`config.mk`:
```
export PLATFORM = sky130hd
export DESIGN_NAME = valid_slot_table_engine_flat
export DESIGN_NICKNAME = d
export VERILOG_FILES = /design/src/design/vste_pkg.sv /design/src/design/vste_if.sv /design/src/design/vste_table.sv /design/src/design/vste_cmp.sv /design/src/design/vste_seq.sv /design/src/design/valid_slot_table_engine.sv /design/src/flat_wrapper.sv
export SDC_FILE = /design/constraint.sdc
export NUM_CORES = 1
export LEC_CHECK = 0
export ABC_AREA = 1
export BUFFER_PORTS_ARGS = -buffer_cell sky130_fd_sc_hd__clkbuf_2
export CAP_MARGIN = 20
export CORE_MARGIN = 2
export CORE_UTILIZATION = 45
export DETAILED_ROUTE_END_ITERATION = 16
export GPL_ROUTABILITY_DRIVEN = 0
export GPL_TIMING_DRIVEN = 0
export HOLD_SLACK_MARGIN = 0.1
export SLEW_MARGIN = 20
export SYNTH_ARGS = -nofsm -noshare
export SYNTH_HDL_FRONTEND = slang
export SYNTH_HIERARCHICAL = 1
export SYNTH_SLANG_ARGS = --single-unit
```
`constraint.sdc`:
```
create_clock -name clk -period 5.3 [get_ports clk]
set_clock_uncertainty 0.15 [all_clocks]
set_input_delay 0.265 -clock clk [delete_from_list [all_inputs] [get_ports clk]]
set_output_delay 0.265 -clock clk [all_outputs]
set_load 0.01 [all_outputs]
```
`src/design/vste_pkg.sv`:
```
// Package for the valid slot table engine: sizes, operation codes, shared
// types and field conversion functions. Depends on nothing.
`default_nettype none

package vste_pkg;

  localparam int SLOT_COUNT  = 16;
  localparam int VALUE_WIDTH = 16;

  localparam int IDX_W   = $clog2(SLOT_COUNT);
  localparam int COUNT_W = $clog2(SLOT_COUNT + 1);

  // Fixed widths of the request and response fields.
  localparam int KIND_W    = 2;
  localparam int OPERAND_W = 16;
  localparam int MCOUNT_W  = 5;
  localparam int LARGEST_W = 16;
  localparam int VCOUNT_W  = 5;

  localparam logic [KIND_W-1:0] OP_LOOKUP = 2'd0;
  localparam logic [KIND_W-1:0] OP_DELETE = 2'd1;
  localparam logic [KIND_W-1:0] OP_INSERT = 2'd2;

  localparam logic [IDX_W-1:0] LAST_IDX = IDX_W'(SLOT_COUNT - 1);

  typedef struct packed {
    logic                   value_we;
    logic                   valid_set;
    logic                   valid_clr;
    logic [IDX_W-1:0]       addr;
    logic [VALUE_WIDTH-1:0] data;
  } wr_req_t;

  typedef struct packed {
    logic                   hit;
    logic                   take;
    logic                   post_valid;
    logic [VALUE_WIDTH-1:0] post_value;
    logic                   bigger;
  } cmp_t;

  typedef struct packed {
    logic [MCOUNT_W-1:0]  match_count;
    logic                 failed;
    logic [LARGEST_W-1:0] largest_value;
    logic [VCOUNT_W-1:0]  valid_count;
  } res_t;

  function automatic logic [VALUE_WIDTH-1:0] value_from_field(
      input logic [OPERAND_W-1:0] f);
    logic [31:0] t;
    t = 32'(f);
    return t[VALUE_WIDTH-1:0];
  endfunction

  function automatic logic [LARGEST_W-1:0] value_to_field(
      input logic [VALUE_WIDTH-1:0] v);
    logic [31:0] t;
    t = 32'(v);
    return t[LARGEST_W-1:0];
  endfunction

  function automatic logic [MCOUNT_W-1:0] count_to_field(
      input logic [COUNT_W-1:0] c);
    logic [31:0] t;
    t = 32'(c);
    return t[MCOUNT_W-1:0];
  endfunction

endpackage

`default_nettype wire

```
`src/design/vste_if.sv`:
```
// Request and response channel interfaces of the valid slot table engine.
// Depends on vste_pkg for the field widths.
`default_nettype none

interface vste_req_if;
  logic                          valid;
  logic                          ready;
  logic [vste_pkg::KIND_W-1:0]    kind;
  logic [vste_pkg::OPERAND_W-1:0] operand_value;

  modport source (output valid, output kind, output operand_value, input ready);
  modport sink   (input valid, input kind, input operand_value, output ready);
endinterface

interface vste_rsp_if;
  logic                          valid;
  logic                          ready;
  logic [vste_pkg::MCOUNT_W-1:0]  match_count;
  logic                          failed;
  logic [vste_pkg::LARGEST_W-1:0] largest_value;
  logic [vste_pkg::VCOUNT_W-1:0]  valid_count;

  modport source (output valid, output match_count, output failed,
                  output largest_value, output valid_count, input ready);
  modport sink   (input valid, input match_count, input failed,
                  input largest_value, input valid_count, output ready);
endinterface

`default_nettype wire

```
`src/design/vste_table.sv`:
```
// Slot storage: value memory with registered read and per-slot valid flags.
// Depends on vste_pkg.
`default_nettype none

module vste_table (
  input  wire logic                            clk,
  input  wire logic                            rst,
  input  wire logic [vste_pkg::IDX_W-1:0]       rd_addr,
  input  wire vste_pkg::wr_req_t                wr,
  output      logic                            rd_valid,
  output      logic [vste_pkg::VALUE_WIDTH-1:0] rd_value
);
  import vste_pkg::*;

  logic [VALUE_WIDTH-1:0] mem [SLOT_COUNT];
  logic [SLOT_COUNT-1:0]  valid;

  // Stale values behind a clear flag are never observed, so no reset here.
  always_ff @(posedge clk) begin
    if (wr.value_we) begin
      mem[wr.addr] <= wr.data;
    end
    rd_value <= mem[rd_addr];
  end

  always_ff @(posedge clk) begin
    if (rst) begin
      valid    <= '0;
      rd_valid <= 1'b0;
    end else begin
      if (wr.valid_set) begin
        valid[wr.addr] <= 1'b1;
      end else if (wr.valid_clr) begin
        valid[wr.addr] <= 1'b0;
      end
      rd_valid <= valid[rd_addr];
    end
  end

endmodule

`default_nettype wire

```
`src/design/vste_cmp.sv`:
```
// Shared compare unit: evaluates one slot against the current operation.
// Depends on vste_pkg.
`default_nettype none

module vste_cmp (
  input  wire logic [vste_pkg::KIND_W-1:0]      op,
  input  wire logic [vste_pkg::VALUE_WIDTH-1:0] operand,
  input  wire logic                            placed,
  input  wire logic [vste_pkg::VALUE_WIDTH-1:0] largest,
  input  wire logic                            slot_valid,
  input  wire logic [vste_pkg::VALUE_WIDTH-1:0] slot_value,
  output      vste_pkg::cmp_t                   res
);
  import vste_pkg::*;

  logic equal;

  always_comb begin
    equal    = (slot_value == operand);
    res.hit  = slot_valid && equal && (op == OP_LOOKUP || op == OP_DELETE);
    res.take = (op == OP_INSERT) && !slot_valid && !placed;
    if (op == OP_DELETE) begin
      res.post_valid = slot_valid && !res.hit;
    end else begin
      res.post_valid = slot_valid || res.take;
    end
    res.post_value = res.take ? operand : slot_value;
    res.bigger     = res.post_valid && (res.post_value > largest);
  end

endmodule

`default_nettype wire

```
`src/design/vste_seq.sv`:
```
// Sequencer: steps the shared compare unit over every slot once per request
// and gathers the counts and the maximum. Depends on vste_pkg and vste_cmp.
`default_nettype none

module vste_seq (
  input  wire logic                            clk,
  input  wire logic                            rst,
  input  wire logic                            req_valid,
  input  wire logic [vste_pkg::KIND_W-1:0]      req_kind,
  input  wire logic [vste_pkg::OPERAND_W-1:0]   req_operand,
  output      logic                            req_ready,
  input  wire logic                            rd_valid,
  input  wire logic [vste_pkg::VALUE_WIDTH-1:0] rd_value,
  output      logic [vste_pkg::IDX_W-1:0]       rd_addr,
  output      vste_pkg::wr_req_t                wr,
  input  wire logic                            out_free,
  output      logic                            res_load,
  output      vste_pkg::res_t                   res
);
  import vste_pkg::*;

  typedef enum logic [2:0] {
    ST_IDLE = 3'b001,
    ST_SCAN = 3'b010,
    ST_DONE = 3'b100
  } state_t;

  state_t                 state, state_next;
  logic [IDX_W-1:0]       idx;
  logic [KIND_W-1:0]      op;
  logic [VALUE_WIDTH-1:0] operand;
  logic [COUNT_W-1:0]     hit_count;
  logic [COUNT_W-1:0]     nvalid;
  logic [VALUE_WIDTH-1:0] largest;
  logic                   placed;
  cmp_t                   cmp;
  logic                   accept;

  vste_cmp u_cmp (
    .op         (op),
    .operand    (operand),
    .placed     (placed),
    .largest    (largest),
    .slot_valid (rd_valid),
    .slot_value (rd_value),
    .res        (cmp)
  );

  assign req_ready = (state == ST_IDLE);
  assign accept    = req_valid && req_ready;
  assign res_load  = (state == ST_DONE) && out_free;

  always_comb begin
    state_next = state;
    case (state)
      ST_IDLE: if (accept) state_next = ST_SCAN;
      ST_SCAN: if (idx == LAST_IDX) state_next = ST_DONE;
      ST_DONE: if (out_free) state_next = ST_IDLE;
      default: state_next = ST_IDLE;
    endcase
  end

  // Read one slot ahead of the one being evaluated.
  always_comb begin
    if (state == ST_SCAN && idx != LAST_IDX) begin
      rd_addr = idx + IDX_W'(1);
    end else begin
      rd_addr = '0;
    end
    wr.addr      = idx;
    wr.data      = operand;
    wr.value_we  = (state == ST_SCAN) && cmp.take;
    wr.valid_set = (state == ST_SCAN) && cmp.take;
    wr.valid_clr = (state == ST_SCAN) && cmp.hit && (op == OP_DELETE);
  end

  always_comb begin
    res.match_count   = count_to_field(hit_count);
    res.failed        = ((op == OP_DELETE) && (hit_count == '0)) ||
                        ((op == OP_INSERT) && !placed);
    res.largest_value = value_to_field(largest);
    res.valid_count   = count_to_field(nvalid);
  end

  always_ff @(posedge clk) begin
    if (rst) begin
      state <= ST_IDLE;
    end else begin
      state <= state_next;
    end
  end

  always_ff @(posedge clk) begin
    if (accept) begin
      op        <= req_kind;
      operand   <= value_from_field(req_operand);
      idx       <= '0;
      hit_count <= '0;
      nvalid    <= '0;
      largest   <= '0;
      placed    <= 1'b0;
    end else if (state == ST_SCAN) begin
      if (idx != LAST_IDX) begin
        idx <= idx + IDX_W'(1);
      end
      hit_count <= hit_count + COUNT_W'(cmp.hit);
      nvalid    <= nvalid + COUNT_W'(cmp.post_valid);
      if (cmp.bigger) begin
        largest <= cmp.post_value;
      end
      placed <= placed || cmp.take;
    end
  end

endmodule

`default_nettype wire

```
`src/design/valid_slot_table_engine.sv`:
```
// Top level of the valid slot table engine: slot storage, sequencer with its
// shared compare unit, and the response register. Depends on vste_pkg, vste_if.
`default_nettype none

// The engine keeps a table of SLOT_COUNT slots, each a value with a valid
// flag, and serves one request at a time: a lookup counts the valid slots
// equal to the operand, a delete clears every valid slot equal to it and
// reports how many went, and an insert writes it into the lowest empty slot.
// Every response also carries the largest valid value (zero for an empty
// table) and the number of valid slots, both as they stand after the request.
// Kind code 3 leaves the table alone and just reports the two summaries.
// A request occupies the block for a scan over every slot in turn on a
// single equality and magnitude comparator fed from the value memory's one
// read port, then the state that posts the response and the idle state in
// which the next request is taken. The request side is ready again while
// an earlier response still waits in the output register; only when that
// register is still full at the end of a scan does the block hold the
// finished response and stay busy. Reset empties the table at once through
// its valid flags, so there is no clearing pass.
module valid_slot_table_engine (
  input wire logic clk,
  input wire logic rst,
  vste_req_if.sink req,
  vste_rsp_if.source rsp
);
  import vste_pkg::*;

  logic                   rd_valid;
  logic [VALUE_WIDTH-1:0] rd_value;
  logic [IDX_W-1:0]       rd_addr;
  wr_req_t                wr;
  logic                   out_free;
  logic                   res_load;
  res_t                   res;
  res_t                   out_reg;
  logic                   out_valid;

  vste_table u_table (
    .clk      (clk),
    .rst      (rst),
    .rd_addr  (rd_addr),
    .wr       (wr),
    .rd_valid (rd_valid),
    .rd_value (rd_value)
  );

  vste_seq u_seq (
    .clk         (clk),
    .rst         (rst),
    .req_valid   (req.valid),
    .req_kind    (req.kind),
    .req_operand (req.operand_value),
    .req_ready   (req.ready),
    .rd_valid    (rd_valid),
    .rd_value    (rd_value),
    .rd_addr     (rd_addr),
    .wr          (wr),
    .out_free    (out_free),
    .res_load    (res_load),
    .res         (res)
  );

  // The response register is free when empty or being emptied this cycle.
  assign out_free = !out_valid || rsp.ready;

  always_ff @(posedge clk) begin
    if (rst) begin
      out_valid <= 1'b0;
    end else if (res_load) begin
      out_valid <= 1'b1;
    end else if (rsp.ready) begin
      out_valid <= 1'b0;
    end
  end

  always_ff @(posedge clk) begin
    if (res_load) begin
      out_reg <= res;
    end
  end

  assign rsp.valid         = out_valid;
  assign rsp.match_count   = out_reg.match_count;
  assign rsp.failed        = out_reg.failed;
  assign rsp.largest_value = out_reg.largest_value;
  assign rsp.valid_count   = out_reg.valid_count;

endmodule

`default_nettype wire

```
`src/flat_wrapper.sv`:
```
// flat-port wrapper written by rule: the top's interface ports become plain ports
module valid_slot_table_engine_flat import vste_pkg::*;
  (clk, rst, req_valid, req_kind, req_operand_value, req_ready, rsp_valid, rsp_match_count, rsp_failed, rsp_largest_value, rsp_valid_count, rsp_ready);
  vste_req_if req_i ();
  vste_rsp_if rsp_i ();
  input wire logic clk;
  input wire logic rst;
  input wire logic [$bits(req_i.valid)-1:0] req_valid;
  input wire logic [$bits(req_i.kind)-1:0] req_kind;
  input wire logic [$bits(req_i.operand_value)-1:0] req_operand_value;
  output wire logic [$bits(req_i.ready)-1:0] req_ready;
  output wire logic [$bits(rsp_i.valid)-1:0] rsp_valid;
  output wire logic [$bits(rsp_i.match_count)-1:0] rsp_match_count;
  output wire logic [$bits(rsp_i.failed)-1:0] rsp_failed;
  output wire logic [$bits(rsp_i.largest_value)-1:0] rsp_largest_value;
  output wire logic [$bits(rsp_i.valid_count)-1:0] rsp_valid_count;
  input wire logic [$bits(rsp_i.ready)-1:0] rsp_ready;
  assign req_i.valid = req_valid;
  assign req_i.kind = req_kind;
  assign req_i.operand_value = req_operand_value;
  assign req_ready = req_i.ready;
  assign rsp_valid = rsp_i.valid;
  assign rsp_match_count = rsp_i.match_count;
  assign rsp_failed = rsp_i.failed;
  assign rsp_largest_value = rsp_i.largest_value;
  assign rsp_valid_count = rsp_i.valid_count;
  assign rsp_i.ready = rsp_ready;
  valid_slot_table_engine u_core (.clk(clk), .rst(rst), .req(req_i), .rsp(rsp_i));
endmodule
```
Word level (Yosys, flattened, before mapping)
Memories as Yosys holds them, arrays and structs flattened. A register that Yosys moved wholly into a read port is not among the register bits. Cells that the tools add are included.

Flip-flop bits (word level): 97. Memory bits (writable): 256. Input bits: 22. Output and inout port bits: 29. Word-level logic and storage cells: 85. Memories kept: 1.

Memory list: u_core.u_table.mem (depth 16, bits a word 16, rd ports 1, clocked after memory_dff 1, write ports 1, RTL line vste_table.sv:15) `logic [VALUE_WIDTH-1:0] mem [SLOT_COUNT];`.

Add/sub/neg operators: 3. Order comparisons: 4. Equality and inequality tests: 11. Muxes and demuxes: 17. Bitwise logic cells: 3. Reductions and logical operators: 31.

Operators with widths (number): 2-to-1 mux 16 bit (3); bitwise AND 16 bit (1); equality test 16 bit (1); > comparator 16 bit (1); NOT 16 bit (1); OR 16 bit (1); logical AND 1 bit (15); adder 5 x 1 -> 5 bit (2); less-than comparator 4 x 5 -> 1 bit (second input constant) (2); 2-to-1 mux 3 bit (3); one-hot mux 3 bit (3 select lines) (1); 2-to-1 mux 1 bit (7); logical NOT 5 bit (1); logical OR 1 bit (5); adder 4 x 1 -> 4 bit (second input constant) (1); binary-select mux 1 bit (select 4 bit) (1); demux 1 bit (select 4 bit) (1); equality test 4 bit (second input constant) (1); >= comparator 4 x 1 -> 1 bit (second input constant) (1); logical NOT 1 bit (4); 2-to-1 mux 4 bit (1); inequality test 2 bit (second input constant) (2); inequality test 4 bit (second input constant) (1); AND reduction 2 bit (2); other kinds (9) (10).

Depth between registers and ports, before layout
Depth after elaboration: 8. Gate-level depth with buffers: 21. Depth with buffers taken out: 19.

Cells and area by module
The synthesis kept the hierarchy.

Modules (own cells, without submodules): vste_table (instances 1, cells an instance 925, area an instance 11497.3 µm², sequential area each 8348.0 µm²); vste_seq (instances 1, cells an instance 225, area an instance 2053.2 µm², sequential area each 1221.2 µm²); vste_cmp (instances 1, cells an instance 210, area an instance 1062.3 µm², sequential area each 0.0 µm²); valid_slot_table_engine (instances 1, cells an instance 32, area an instance 853.3 µm², sequential area each 830.8 µm²).

Least setup slack after synthesis
No wires, ideal clock.

Path type: reg2reg. Start: register u_core.u_seq.state[2]. End: register u_core.out_valid, in the netlist u_core/rsp.valid. Arrival: 3.645 ns. Data required time: 5.078 ns. Setup slack: 1.432 ns. Cell stages (with the launch flop): 5. Buffers on the path: 0. Period minus slack after synthesis: 3.868 ns. Cells stage by stage: dfxtp_1 > inv_1 > nor4_1 > inv_1 > a21oi_2.

Cells in the longest elaborated chain, start to end: 3. Elaborated cells on any way between the ends: 4. Those cells by class: eq/ne (1); mux (1); reduce/logical (2).

Ends and longest elaborated chain: start: declaration (RTL line vste_seq.sv:28) `state_t state, state_next;`; start signal: assignment (RTL line vste_seq.sv:89) `state <= state_next;`; equality test 3 bit * (RTL line vste_seq.sv:51) `assign res_load = (state == ST_DONE) && out_free;`; logical AND 1 bit * (RTL line vste_seq.sv:51); named net u_core.res_load (RTL line valid_slot_table_engine.sv:33) `logic res_load;`; 2-to-1 mux 1 bit or nonzero test 2 bit (tied branches); end signal: assignment (RTL line valid_slot_table_engine.sv:68) `out_valid <= 1'b0;`; end signal: assignment (RTL line valid_slot_table_engine.sv:70) `out_valid <= 1'b1;`; end signal: assignment (RTL line valid_slot_table_engine.sv:72) `out_valid <= 1'b0;`; end: declaration (RTL line valid_slot_table_engine.sv:36) `logic out_valid;`.

Mark *: on every way through the listed nets, which the timed path passes. The rest lies on a longest branch. A chain may end at the register's enable or synchronous reset.

==> results.md <==
* Chip height at ~190 µm
* Commonest cells post-synth: edfxtp_1 (301), nor2_1 (221), nand2_1 (174), o21ai_0 (140), inv_1 (111)
* Pre-CTS setup slack at 1663 ps
* ANT cells at 0
* Post-synthesis compound-gate area fraction at a little under an eighth
* Leak at between 6 and 7 nW
* Critical path peak fanout at 16
* Post-Synth Adder-Cell Area at 1.699%
* Gr usage total at 23.06%
* Peak supply drop at about 320 µV
* FP Rows at 67
* Leading area contributor after synthesis: edfxtp_1
* Antenna violations before repair at 0
* Drt first-iter violations at around 1200
* CTS Buffer Depth at 3
* Slew Limit Fails at 0
* DR vias/cell at 5.436
* Max Cap Viol at 0
* Required @ worst endpoint at ~5300 ps
* Syn. warnings at 6
* WHS Path Cells at 0
* CTS Buf Count at 39
* Syn_nets at approximately 1400
* CP peak stage delay at roughly 840 ps
* Critical path depth at 8
* Period utilisation layout at between 60% and 70%
* Hold crit path type: reg2reg
* Post-synthesis cell type count at 43
* RSZ-0062 raised after global routing: no
* XOR/XNOR share of the synthesized area at 0.1699%
* Post-synth EDFFs at roughly 300
* Hold Vio Cnt, Final at 0
* Final WS setup at between 1500 and 2000 ps
* Share of cells above drive strength 1 at roughly 14%
* Avg Inst Size Synth at 11.11 µm²
* DRT Wirelength at 41270 µm
* Slew @ Worst Pin at around 1100 ps
* Top cell type's share of synthesized area at 58.44%
* Cell with the most instances after synthesis: edfxtp_1
* Run status: finished, final reports clean
* Multiplexer share of the synthesized area at 0%
* Input/output buffers at 50
* Worst skew pair latency at about 520 ps
* Seq/Total Area, Yosys at slightly below 70%
* Vias at about 11000
* Area growth syn-to-layout at 15.63%
* Final HPWL DP at 28300 µm
* Syn Inst Count at around 1400
* Simple-gate share of the synthesized area at between 10% and 20%
* Non-filler instance count after layout at roughly 2000
* Fin nets at about 1600
* Dominant cells by area after synthesis: edfxtp_1 (58%), dfxtp_1 (8.8%), nor2_1 (5.4%), o21ai_0 (4.5%), nand2_1 (4.2%)
* Top delay family on crit path: simple AND/OR/NAND/NOR gates
* Type of origin of the critical path: register
* Pwr/cell area at about 360 nW/µm²
* H-tree lvl count at 2
* CP max-delay cell: nor2_2
* Top cell by count, worst path: inv_1
* Buf+Inv Stages, Crit Path at 5
* Async S/R FF share, synth at 0%
* Cell Area, Synth at about 15000 µm²
* Final Setup Violations at 0
* Remaining DRCs at 0
* Minimum period implied by the final worst setup slack at about 3700 ps
* Drt first pass iters at 5
* Top_reg_cell synth: edfxtp_1
* Hold Slack at about 300 ps
* Clk pin slew, worst setup/hold paths at about 60 ps
* Die ar. at 35870 µm²
* Crit path capture type: register
* Grt ovf at 0
* Postcts setup bufs at 0
* Vias in the first global route at between 10000 and 15000
* Die Width at 189.4 µm
* Wire length of the first global-routing pass at between 60000 and 70000 µm
* FF-to-FF path depth at 8
* Slew headroom at around a quarter
* Overall power at approximately 6.4 mW
* IO Count at about 50
* Final setup TNS at 0 ps
* Clk sinks at roughly 370
* Largest family of logic cells by synthesized area: simple AND/OR/NAND/NOR gates
* Post-DRT Antenna Nets at 0
* Crit-path cells: nor4_4 -> buf_6 -> nand2_1 -> inv_1 -> buf_4 -> inv_1 -> clkbuf_1 -> nor2_2
* Clock Root Buffer: clkbuf_16
* Kind of critical path: reg2reg
* CP arrival at between 3000 and 4000 ps
* Drt wl/cell at 20.64 µm
* CTS tree: done
* CORE AREA at about 34000 µm²
* Initial core utilization at about 46%
* Inst Count DP at 1907
* Flops & latches, synth at 369
* Largest net degree at the start of global routing at 28
* Fmax at between 200 and 300 MHz
where the power goes:
| part | total (mW) | switching (mW) | internal (mW) |
|---|---|---|---|
| clock | 2.49 | 1.07 | 1.42 |
| combinational | 0.509 | 0.333 | 0.177 |
| sequential | 3.39 | 0.152 | 3.24 |
| total | 6.39 | 1.56 | 4.84 |
final cells by class:
cell class,count,area [µm²]
inverter,121,457.9
sequential,369,10400
buffer,68,421.7
clock buffer,57,1084
tap,448,560.5
timing repair buffer,89,651.9
fill,2995,15820
clock inverter,13,72.57
multi-input combinational,834,4235
placed cells by master (no fill, tap or decap), drive strengths merged:
| cell type | count |
|---|---|
| a21oi | 68 |
| buf | 58 |
| clkbuf | 134 |
| clkinv | 14 |
| dfxtp | 68 |
| dlygate4sd3 | 22 |
| edfxtp | 301 |
| ha | 21 |
| inv | 120 |
| nand2 | 176 |
| nand3 | 73 |
| nand3b | 3 |
| nand4 | 11 |
| nor2 | 224 |
| nor3 | 5 |
| nor4 | 2 |
| o2111ai | 1 |
| o211ai | 64 |
| o21a | 1 |
| o21ai | 177 |
| o21bai | 1 |
| o31ai | 1 |
| or2 | 2 |
| or3 | 1 |
| xnor2 | 2 |
| xor2 | 1 |
final timing paths:
check	start	endpoint	slack, ps
hold / removal	u_core/u_seq/largest[13]$_SDFFE_PP0P_	u_core/rsp.largest_value[13]$_DFFE_PP_	300
setup / recovery	u_core/u_seq/op[0]$_DFFE_PP_	u_core/u_table/mem[11][1]$_DFFE_PP_	1600
setup reg to reg	u_core/u_seq/op[0]$_DFFE_PP_	u_core/u_table/mem[11][1]$_DFFE_PP_	1600
hold reg to reg	u_core/u_seq/largest[13]$_SDFFE_PP0P_	u_core/rsp.largest_value[13]$_DFFE_PP_	300
repair_timing:
action,CTS,global route
hold buffers,22,0
endpoints found under the hold margin,25,0
resized for setup,0,0
cell families (layout without fill, tap and decap cells):
family,count (synthesis),count (layout)
AO/OA/AOI/OAI,313,313
XOR/XNOR,3,3
adder cells (fa/ha/maj),21,21
buffers and inverters,189,348
flip-flops,369,369
AND/OR/NAND/NOR,497,497
state kept, by name, summed over array words and instances, names as in the netlist, 4 cells and up, named ones only:
name                      flops
u_core/rsp.largest_value     16
u_core/rsp.match_count        5
u_core/rsp.valid_count        5
u_core/u_seq/hit_count        5
u_core/u_seq/idx              4
u_core/u_seq/largest         16
u_core/u_seq/nvalid           5
u_core/u_seq/operand         16
u_core/u_table/mem          256
u_core/u_table/rd_value      16
routing by layer:
layer	track usage (%)	up-vias	share of wire [%]
li1	-	5123	-
met1	32.87	5216	44
met2	36.17	455	45
met3	3.262	73	7.7
met4	8.408	0	3.6
met5	0	-	0
through the flow:
step,utilization [%],instance area [µm²]
6_report,53.07,17880
2_1_floorplan,-,15470
5_1_grt,53.07,17880
4_1_cts,53.07,17880
3_3_place_gp,48.30,16280
3_5_place_dp,48.98,16510
Note: power is estimated with default switching activity, not from simulation.
